**config.mk**
```make
export PLATFORM = sky130hd
export DESIGN_NAME = delta_sleep_queue
export DESIGN_NICKNAME = d
export VERILOG_FILES = /design/src/sv/dsq_pkg.sv /design/src/sv/delta_sleep_queue.sv
export SDC_FILE = /design/constraint.sdc
export NUM_CORES = 2
export LEC_CHECK = 0
export BUFFER_PORTS_ARGS = -buffer_cell sky130_fd_sc_hd__buf_4
export CELL_PAD_IN_SITES_DETAIL_PLACEMENT = 0
export CELL_PAD_IN_SITES_GLOBAL_PLACEMENT = 2
export CORE_MARGIN = 5
export CORE_UTILIZATION = 36
export DETAILED_ROUTE_END_ITERATION = 16
export GPL_ROUTABILITY_DRIVEN = 0
export GPL_TIMING_DRIVEN = 0
export PLACE_DENSITY_LB_ADDON = 0.1
export SLEW_MARGIN = 20
export SYNTH_ARGS = -nofsm -noshare
export SYNTH_HDL_FRONTEND = slang
export SYNTH_SLANG_ARGS = --single-unit
```
**constraint.sdc**
```tcl
create_clock -name clk -period 18.1 [get_ports clk]
set_input_delay 4.525 -clock clk [delete_from_list [all_inputs] [get_ports clk]]
set_output_delay 4.525 -clock clk [all_outputs]
set_load 0.01 [all_outputs]
```
**src/sv/dsq_pkg.sv**
```systemverilog
// ----------------------------------------------------------------------------
// dsq_pkg
// shared types and codes of the delta-list sleep queue
// ----------------------------------------------------------------------------
package dsq_pkg;

  typedef enum logic [1:0] {
    OP_INSERT = 2'd0,
    OP_TICK   = 2'd1,
    OP_TAKE   = 2'd2,
    OP_REMOVE = 2'd3
  } dsq_op_t;

  typedef enum logic [1:0] {
    ST_OK      = 2'd0,
    ST_EMPTY   = 2'd1,
    ST_FULL    = 2'd2,
    ST_BAD_POS = 2'd3
  } dsq_status_t;

  typedef enum logic [3:0] {
    S_IDLE,
    S_INS_RD,
    S_INS_EX,
    S_SHF_RD,
    S_SHF_EX,
    S_REM_RD,
    S_REM_EX,
    S_MOV_RD,
    S_MOV_EX,
    S_TCK_RD,
    S_TCK_EX,
    S_HEAD_RD,
    S_HEAD_EX
  } dsq_state_t;

  localparam int ID_W    = 16;
  localparam int DELAY_W = 16;
  localparam int POS_W   = 6;
  localparam int CNT_W   = 7;
  localparam int REM_W   = 16;
  localparam int IN_W    = 40;
  localparam int OUT_W   = 64;

endpackage

```
**src/sv/delta_sleep_queue.sv**
```systemverilog
// ----------------------------------------------------------------------------
// delta_sleep_queue
// sleep queue held as a delta list in a single-port-write memory
// ----------------------------------------------------------------------------
// usage:
//   input stream: in_tuser carries the op (insert, tick, take, remove at
//   position); in_tdata carries thread id, delay and position. one request is
//   taken while in_tready is high, then the block is busy until its result is
//   built. output stream: one result per request with the taken id, the new
//   head id and remaining time, the entry count and a status code.
//   timing: every list access is a memory read followed by a process step,
//   so the walk visits one entry at a time. insert walks the whole list,
//   take/remove walk from the position to the end of the list; tick and
//   rejected requests touch only the head. the memory read port is the
//   limiting resource.
//   reset clears the entry count and both stream handshakes; memory contents
//   are never read past the count, so they need no clearing.
//   a finished result sits in the output register; the next request is still
//   taken while it waits, but its result waits until out_tready frees it.
// ----------------------------------------------------------------------------
module delta_sleep_queue
  import dsq_pkg::*;
#(
  parameter int QUEUE_DEPTH = 64,
  parameter int TIME_BITS   = 16
) (
  input  logic             clk,
  input  logic             rst_n,
  input  logic             in_tvalid,
  output logic             in_tready,
  input  logic [IN_W-1:0]  in_tdata,   // thread_id, delay, position, pad
  input  logic [1:0]       in_tuser,   // op
  output logic             out_tvalid,
  input  logic             out_tready,
  output logic [OUT_W-1:0] out_tdata   // taken_id, taken_valid, head_id,
                                       // head_remaining, head_valid,
                                       // entry_count, status, pad
);

  localparam int AW = (QUEUE_DEPTH > 1) ? $clog2(QUEUE_DEPTH) : 1;
  localparam int CW = $clog2(QUEUE_DEPTH + 1);
  localparam int PW = (CW > POS_W) ? CW : POS_W;
  localparam int TB = TIME_BITS;
  localparam int EW = ID_W + TB;
  localparam logic [31:0] TMAX32 = 32'((64'd1 << TIME_BITS) - 64'd1);
  localparam logic [TB-1:0] TMAX = {TB{1'b1}};
  localparam logic [CW-1:0] DEPTH_C = CW'(QUEUE_DEPTH);

  dsq_state_t state_r, state_nxt;

  logic [CW-1:0]    occ_r, occ_nxt;
  logic [CW-1:0]    k_r, k_nxt;
  logic [TB-1:0]    t_r, t_nxt;
  logic [ID_W-1:0]  id_r, id_nxt;
  logic [ID_W-1:0]  car_id_r, car_id_nxt;
  logic [TB-1:0]    car_dl_r, car_dl_nxt;
  logic             first_r, first_nxt;
  logic [ID_W-1:0]  taken_id_r, taken_id_nxt;
  logic             taken_v_r, taken_v_nxt;
  dsq_status_t      status_r, status_nxt;
  logic             out_valid_r, out_valid_nxt;
  logic [OUT_W-1:0] out_data_r, out_data_nxt;

  logic [EW-1:0]    mem [QUEUE_DEPTH];
  logic [EW-1:0]    rd_data_r;
  logic [AW-1:0]    mem_ra, mem_wa;
  logic [EW-1:0]    mem_wd;
  logic             mem_we;

  dsq_op_t          in_op;
  logic [ID_W-1:0]  in_thread_id;
  logic [DELAY_W-1:0] in_delay;
  logic [POS_W-1:0] in_position;
  logic [31:0]      delay32;
  logic [TB-1:0]    delay_sat;
  logic             in_acc;
  logic             occ_zero, occ_full, pos_bad;
  logic [ID_W-1:0]  rd_id;
  logic [TB-1:0]    rd_dl;
  logic [TB:0]      sum_ext;
  logic [TB-1:0]    sum_sat;
  logic [31:0]      head32;
  logic [REM_W-1:0] head_rem;
  logic [AW-1:0]    k_idx, k_prev_idx;

  assign in_op        = dsq_op_t'(in_tuser);
  assign in_thread_id = in_tdata[15:0];
  assign in_delay     = in_tdata[31:16];
  assign in_position  = in_tdata[37:32];
  assign in_acc       = in_tvalid && in_tready;
  assign in_tready    = (state_r == S_IDLE);
  assign out_tvalid   = out_valid_r;
  assign out_tdata    = out_data_r;

  assign delay32   = 32'(in_delay);
  assign delay_sat = (delay32 > TMAX32) ? TMAX : delay32[TB-1:0];
  assign occ_zero  = (occ_r == '0);
  assign occ_full  = (occ_r >= DEPTH_C);
  assign pos_bad   = (PW'(in_position) >= PW'(occ_r));

  assign rd_id      = rd_data_r[EW-1:TB];
  assign rd_dl      = rd_data_r[TB-1:0];
  assign sum_ext    = {1'b0, rd_dl} + {1'b0, car_dl_r};
  assign sum_sat    = sum_ext[TB] ? TMAX : sum_ext[TB-1:0];
  assign head32     = 32'(rd_dl);
  assign head_rem   = (head32 > 32'h0000_FFFF) ? 16'hFFFF : head32[15:0];
  assign k_idx      = k_r[AW-1:0];
  assign k_prev_idx = AW'(k_r - 1'b1);

  // list memory
  always_ff @(posedge clk) begin
    if (mem_we) begin
      mem[mem_wa] <= mem_wd;
    end
    rd_data_r <= mem[mem_ra];
  end

  always_ff @(posedge clk) begin
    if (!rst_n) begin
      state_r     <= S_IDLE;
      occ_r       <= '0;
      out_valid_r <= 1'b0;
    end else begin
      state_r     <= state_nxt;
      occ_r       <= occ_nxt;
      out_valid_r <= out_valid_nxt;
    end
  end

  always_ff @(posedge clk) begin
    k_r        <= k_nxt;
    t_r        <= t_nxt;
    id_r       <= id_nxt;
    car_id_r   <= car_id_nxt;
    car_dl_r   <= car_dl_nxt;
    first_r    <= first_nxt;
    taken_id_r <= taken_id_nxt;
    taken_v_r  <= taken_v_nxt;
    status_r   <= status_nxt;
    out_data_r <= out_data_nxt;
  end

  // next state
  always_comb begin
    state_nxt = state_r;
    unique case (state_r)
      S_IDLE: begin
        if (in_acc) begin
          unique case (in_op)
            OP_INSERT: state_nxt = occ_full ? S_HEAD_RD : S_INS_RD;
            OP_TICK:   state_nxt = occ_zero ? S_HEAD_RD : S_TCK_RD;
            OP_TAKE:   state_nxt = occ_zero ? S_HEAD_RD : S_REM_RD;
            OP_REMOVE: state_nxt = (occ_zero || pos_bad) ? S_HEAD_RD : S_REM_RD;
            default:   state_nxt = S_HEAD_RD;
          endcase
        end
      end
      S_INS_RD:  state_nxt = (k_r == occ_r) ? S_HEAD_RD : S_INS_EX;
      S_INS_EX:  state_nxt = (t_r > rd_dl) ? S_INS_RD : S_SHF_RD;
      S_SHF_RD:  state_nxt = (k_r == occ_r) ? S_HEAD_RD : S_SHF_EX;
      S_SHF_EX:  state_nxt = S_SHF_RD;
      S_REM_RD:  state_nxt = S_REM_EX;
      S_REM_EX:  state_nxt = S_MOV_RD;
      S_MOV_RD:  state_nxt = (k_r == occ_r) ? S_HEAD_RD : S_MOV_EX;
      S_MOV_EX:  state_nxt = S_MOV_RD;
      S_TCK_RD:  state_nxt = S_TCK_EX;
      S_TCK_EX:  state_nxt = S_HEAD_RD;
      S_HEAD_RD: state_nxt = S_HEAD_EX;
      S_HEAD_EX: state_nxt = (!out_valid_r || out_tready) ? S_IDLE : S_HEAD_EX;
      default:   state_nxt = S_IDLE;
    endcase
  end

  // datapath and memory control
  always_comb begin
    occ_nxt       = occ_r;
    k_nxt         = k_r;
    t_nxt         = t_r;
    id_nxt        = id_r;
    car_id_nxt    = car_id_r;
    car_dl_nxt    = car_dl_r;
    first_nxt     = first_r;
    taken_id_nxt  = taken_id_r;
    taken_v_nxt   = taken_v_r;
    status_nxt    = status_r;
    out_valid_nxt = out_valid_r && !out_tready;
    out_data_nxt  = out_data_r;
    mem_ra        = '0;
    mem_wa        = k_idx;
    mem_wd        = {car_id_r, car_dl_r};
    mem_we        = 1'b0;

    unique case (state_r)
      S_IDLE: begin
        if (in_acc) begin
          id_nxt       = in_thread_id;
          t_nxt        = delay_sat;
          k_nxt        = (in_op == OP_REMOVE) ? CW'(in_position) : '0;
          taken_id_nxt = '0;
          taken_v_nxt  = 1'b0;
          status_nxt   = ST_OK;
          unique case (in_op) inside
            OP_INSERT: if (occ_full) status_nxt = ST_FULL;
            OP_TICK, OP_TAKE: if (occ_zero) status_nxt = ST_EMPTY;
            OP_REMOVE: begin
              if (occ_zero) begin
                status_nxt = ST_EMPTY;
              end else if (pos_bad) begin
                status_nxt = ST_BAD_POS;
              end
            end
            default: status_nxt = ST_OK;
          endcase
        end
      end
      S_INS_RD: begin
        mem_ra = k_idx;
        if (k_r == occ_r) begin
          mem_we  = 1'b1;
          mem_wd  = {id_r, t_r};
          occ_nxt = occ_r + 1'b1;
        end
      end
      S_INS_EX: begin
        if (t_r > rd_dl) begin
          t_nxt = t_r - rd_dl;
        end else begin
          mem_we     = 1'b1;
          mem_wd     = {id_r, t_r};
          car_id_nxt = rd_id;
          car_dl_nxt = rd_dl - t_r;
        end
        k_nxt = k_r + 1'b1;
      end
      S_SHF_RD: begin
        mem_ra = k_idx;
        if (k_r == occ_r) begin
          mem_we  = 1'b1;
          occ_nxt = occ_r + 1'b1;
        end
      end
      S_SHF_EX: begin
        mem_we     = 1'b1;
        car_id_nxt = rd_id;
        car_dl_nxt = rd_dl;
        k_nxt      = k_r + 1'b1;
      end
      S_REM_RD: mem_ra = k_idx;
      S_REM_EX: begin
        taken_id_nxt = rd_id;
        taken_v_nxt  = 1'b1;
        car_dl_nxt   = rd_dl;
        first_nxt    = 1'b1;
        k_nxt        = k_r + 1'b1;
      end
      S_MOV_RD: begin
        mem_ra = k_idx;
        if (k_r == occ_r) begin
          occ_nxt = occ_r - 1'b1;
        end
      end
      S_MOV_EX: begin
        mem_we    = 1'b1;
        mem_wa    = k_prev_idx;
        mem_wd    = {rd_id, first_r ? sum_sat : rd_dl};
        first_nxt = 1'b0;
        k_nxt     = k_r + 1'b1;
      end
      S_TCK_RD: mem_ra = '0;
      S_TCK_EX: begin
        mem_wa = '0;
        mem_wd = {rd_id, rd_dl - 1'b1};
        mem_we = (rd_dl != '0);
      end
      S_HEAD_RD: mem_ra = '0;
      S_HEAD_EX: begin
        if (!out_valid_r || out_tready) begin
          out_valid_nxt = 1'b1;
          out_data_nxt  = '0;
          out_data_nxt[15:0]  = taken_id_r;
          out_data_nxt[16]    = taken_v_r;
          out_data_nxt[32:17] = occ_zero ? '0 : rd_id;
          out_data_nxt[48:33] = occ_zero ? '0 : head_rem;
          out_data_nxt[49]    = !occ_zero;
          out_data_nxt[56:50] = CNT_W'(occ_r);
          out_data_nxt[58:57] = status_r;
        end
      end
      default: mem_we = 1'b0;
    endcase
  end

endmodule

```
==> impl_metrics.py <==
metrics = {
    "run_status": {
        "status": "complete, but fails checks",
        "violations": "max-capacitance violations, max-slew violations",
    },
    "setup_path": {
        "worstPathMaxFanout": 10,
        "critPathCaptureType": "primary output",
        "r2r_setup_slack_ns": 11.20,
        "required_ns": 13.57,
        "cp_slowest_cell": "buf_1",
        "cp_cell_sequence": "clkbuf_1 > buf_1 > nand2b_1 > inv_1 > buf_4",
        "start_kind": "flip-flop",
        "cp_top_family": "buffers and inverters",
        "slowest_delay_ns": 0.51,
        "ff2ff_path_depth": 14,
        "r2r-end": "mem[61][17]",
        "crit_arrival_ns": 3.00,
        "crit_buf_inv": 4,
        "crit_type": "flip-flop to primary output",
        "timing.rr.start": "k_r[0]",
    },
    "cells_and_area": {
        "num-nets-final": 7102,
        "area_growth_pct": 22.2,
        "final_cell_mix": "edfxtp_1 (2198), nand2_1 (769), nand3_1 (339), clkbuf_16 (281), a21oi_1 (280)",
        "regArea_mm2": 0.0669,
        "design_area_mm2": 0.112,
        "n_fill_cell": 22600,
        "final_common_cell": "edfxtp_1",
        "multi_input_area_mm2": 0.0232,
        "drive_gt1_share_pct": 17.8,
    },
    "grt": {
        "grt_pass1_vias": 60700,
        "grt_max_degree": 61,
        "antenna_found_initial": 87,
        "grt_pass1_wl_mm": 611,
        "grt.overflow.total": 0,
        "grt.total_usage_pct": 35.2,
    },
    "timing": {
        "final.min_clock_period_ns": 7.52,
        "max_clock_freq_ghz": 0.133,
        "fin_skew_ns": 0.0837,
        "setup_violations": 0,
        "grt_setup_unrepaired": "false",
        "maxSlewHeadroom_pct": -2.57,
        "worst_pin_slew_ns": 1.52,
        "slew_violations": 2,
        "tns_ns": 0,
        "finalHoldViolCount": 0,
        "finalCritPeriodShare_pct": 41.6,
    },
    "clocking": {
        "cts_max_level": 5,
        "clkSlewWorstSetupHoldPaths_ns": 0.06,
        "hold_buffers": 0,
        "clock_tree.buffer_depth": 4,
        "cts_buffers": 274,
        "cts_resized": 0,
        "cts.sinks": 2242,
        "cts_tree": "yes",
        "post-cts-setup-buffers": 0,
        "worstSkewPairLatency_ns": 0.98,
        "root_buffer": "clkbuf_16",
    },
    "logic_synthesis": {
        "synth_edf_count": 2198,
        "ys_types": 90,
        "synth_warnings": 0,
        "synthFlopType": "edfxtp_1",
        "yosysSeqAreaShare_pct": 73.2,
        "syn-mean-instance-area_um2": 14.5,
        "async_flop_share_pct": 0,
        "yosys_register_bits": 2242,
        "synth_area_leaders": "edfxtp_1 (72%), nand2_1 (3.2%), mux2i_1 (3.0%)",
        "yosysTopAreaCell": "edfxtp_1",
        "syn-cell-area_mm2": 0.0914,
        "synth_top_area_share_pct": 72.2,
        "synthCells": 6308,
    },
    "worst_hold_path": {
        "min_from": "taken_id_r[7]",
        "hp-class": "flip-flop to flip-flop",
        "hold_end": "out_tdata[7]",
        "holdPathStages": 0,
    },
    "placement": {
        "placed_cell_area_mm2": 0.103,
        "portBuffers": 104,
        "dp_hpwl_mm": 353,
    },
    "detailed_routing": {
        "met2_length_mm": 200,
        "drc_errors": 0,
        "wl_mm": 478,
        "wl_met1_mm": 178,
        "maxUsedRoutingLayer": "met5",
        "dr.first_iter.drc_count": 11900,
        "drt_pass1_iterations": 6,
        "wl_per_cell_um": 45.2,
        "via_per_inst": 6.36,
        "dr_wl_met3_mm": 63.2,
        "ant_nets": 0,
        "via_count": 67200,
    },
    "floorplanning": {
        "dieArea_mm2": 0.264,
        "die_y_um": 514,
        "coreArea_mm2": 0.253,
        "ios": 112,
        "initial_core_util_pct": 36.1,
        "die_w_um": 514,
        "rows": 185,
    },
    "pwr": {
        "ir_worst_vdd_uv": 120,
        "power.leakage_nw": 37.8,
        "power_density_mw_per_mm2": 200,
    },
    "job": {
        "cap_violations": 1,
    },
}
==> worst max-delay path by stage <==
stage          cells after the start           end  slack [ns]        from
3_3_place_gp                      11   mem[12][28]        4.03     t_r[10]
5_1_grt                            5     in_tready       10.43  state_r[1]
2_1_floorplan                      2  out_tdata[0]        8.96  out_tready
6_report                           5     in_tready       10.58  state_r[1]
4_1_cts                            5     in_tready       10.60  state_r[1]
3_5_place_dp                       5     in_tready       11.56  state_r[1]
==> synth_stat cells (20+ instances only) <==
library cell  instances
o211ai_1             80
nor2_1              335
o221ai_1            226
nor3_1               45
o311ai_0             25
o2111ai_1            30
a221oi_1             20
o22ai_1             111
a22oi_1              27
and2_1               43
clkbuf_1            157
edfxtp_1           2198
o21ai_0             215
mux2i_1             273
dfxtp_1              44
nand3_1             339
a211oi_1             22
or3_1                30
buf_1                47
xnor2_1              38
and3_1               59
ha_1                 67
a31oi_1              52
mux4_2               30
mux2_2               32
nand2_1             770
a311oi_1             37
inv_1                95
nand2b_1             21
o31ai_1              23
buf_2               207
a21oi_1             291
a21o_1               30
==> report_power, final <==
part	switching [mW]	internal, mW
clock	2.19	2.99
combinational	7.39	2.31
sequential	0.184	7.25
total	9.77	12.6
==> cells by family after synthesis <==
kind of cell             count (synthesis)  share of synthesized area, %
AND/OR/NAND/NOR                       1719                          8.30
AO/OA/AOI/OAI                         1357                          10.3
buffers and inverters                  528                          2.54
multiplexers                           335                          4.12
adder cells (fa/ha/maj)                 71                          1.00
other                                    1                       0.00410
XOR/XNOR                                55                         0.527
flip-flops                            2242                          73.2
==> area by class of cell <==
cell class | count | share of cell area, %
clock buffers | 337 | 6.51
plain buffers | 431 | 1.83
clock inverters | 118 | 0.753
multi-input cells | 3542 | 20.8
diodes | 39 | 0.0874
inverters | 97 | 0.326
flip-flops and latches | 2242 | 59.9
repair buffers | 397 | 6.06
well taps | 3366 | 3.77
==> through the flow <==
step	hold slack [ns]	power [mW]	utilization, %	worst slack (ns)	instances
floorplan	0.400	11.1	-	8.96	6312
global placement	0.402	16.1	38.0	4.03	9782
detailed placement	0.405	16.7	40.8	11.56	10100
CTS	0.418	21.8	44.0	10.60	10500
global route	0.403	22.5	44.0	10.43	10500
finish	0.392	22.3	44.1	10.58	10600
==> per-layer routing <==
layer	GRT usage [%]	vias to the layer above
met1	45.2	34600
met5	0	-
li1	-	26000
met4	21.2	32
met3	13.0	1282
met2	50.8	5332
==> flip-flops by register name, indices dropped and copies added, names as in the netlist, 2 cells and up <==
| signal | flops |
|---|---|
| rd_data_r | 32 |
| id_r | 16 |
| occ_r | 7 |
| state_r | 4 |
| car_id_r | 16 |
| car_dl_r | 16 |
| t_r | 16 |
| status_r | 2 |
| mem | 2048 |
| out_tdata | 59 |
| taken_id_r | 16 |
| k_r | 7 |
Power figures use the tool's default switching activity.
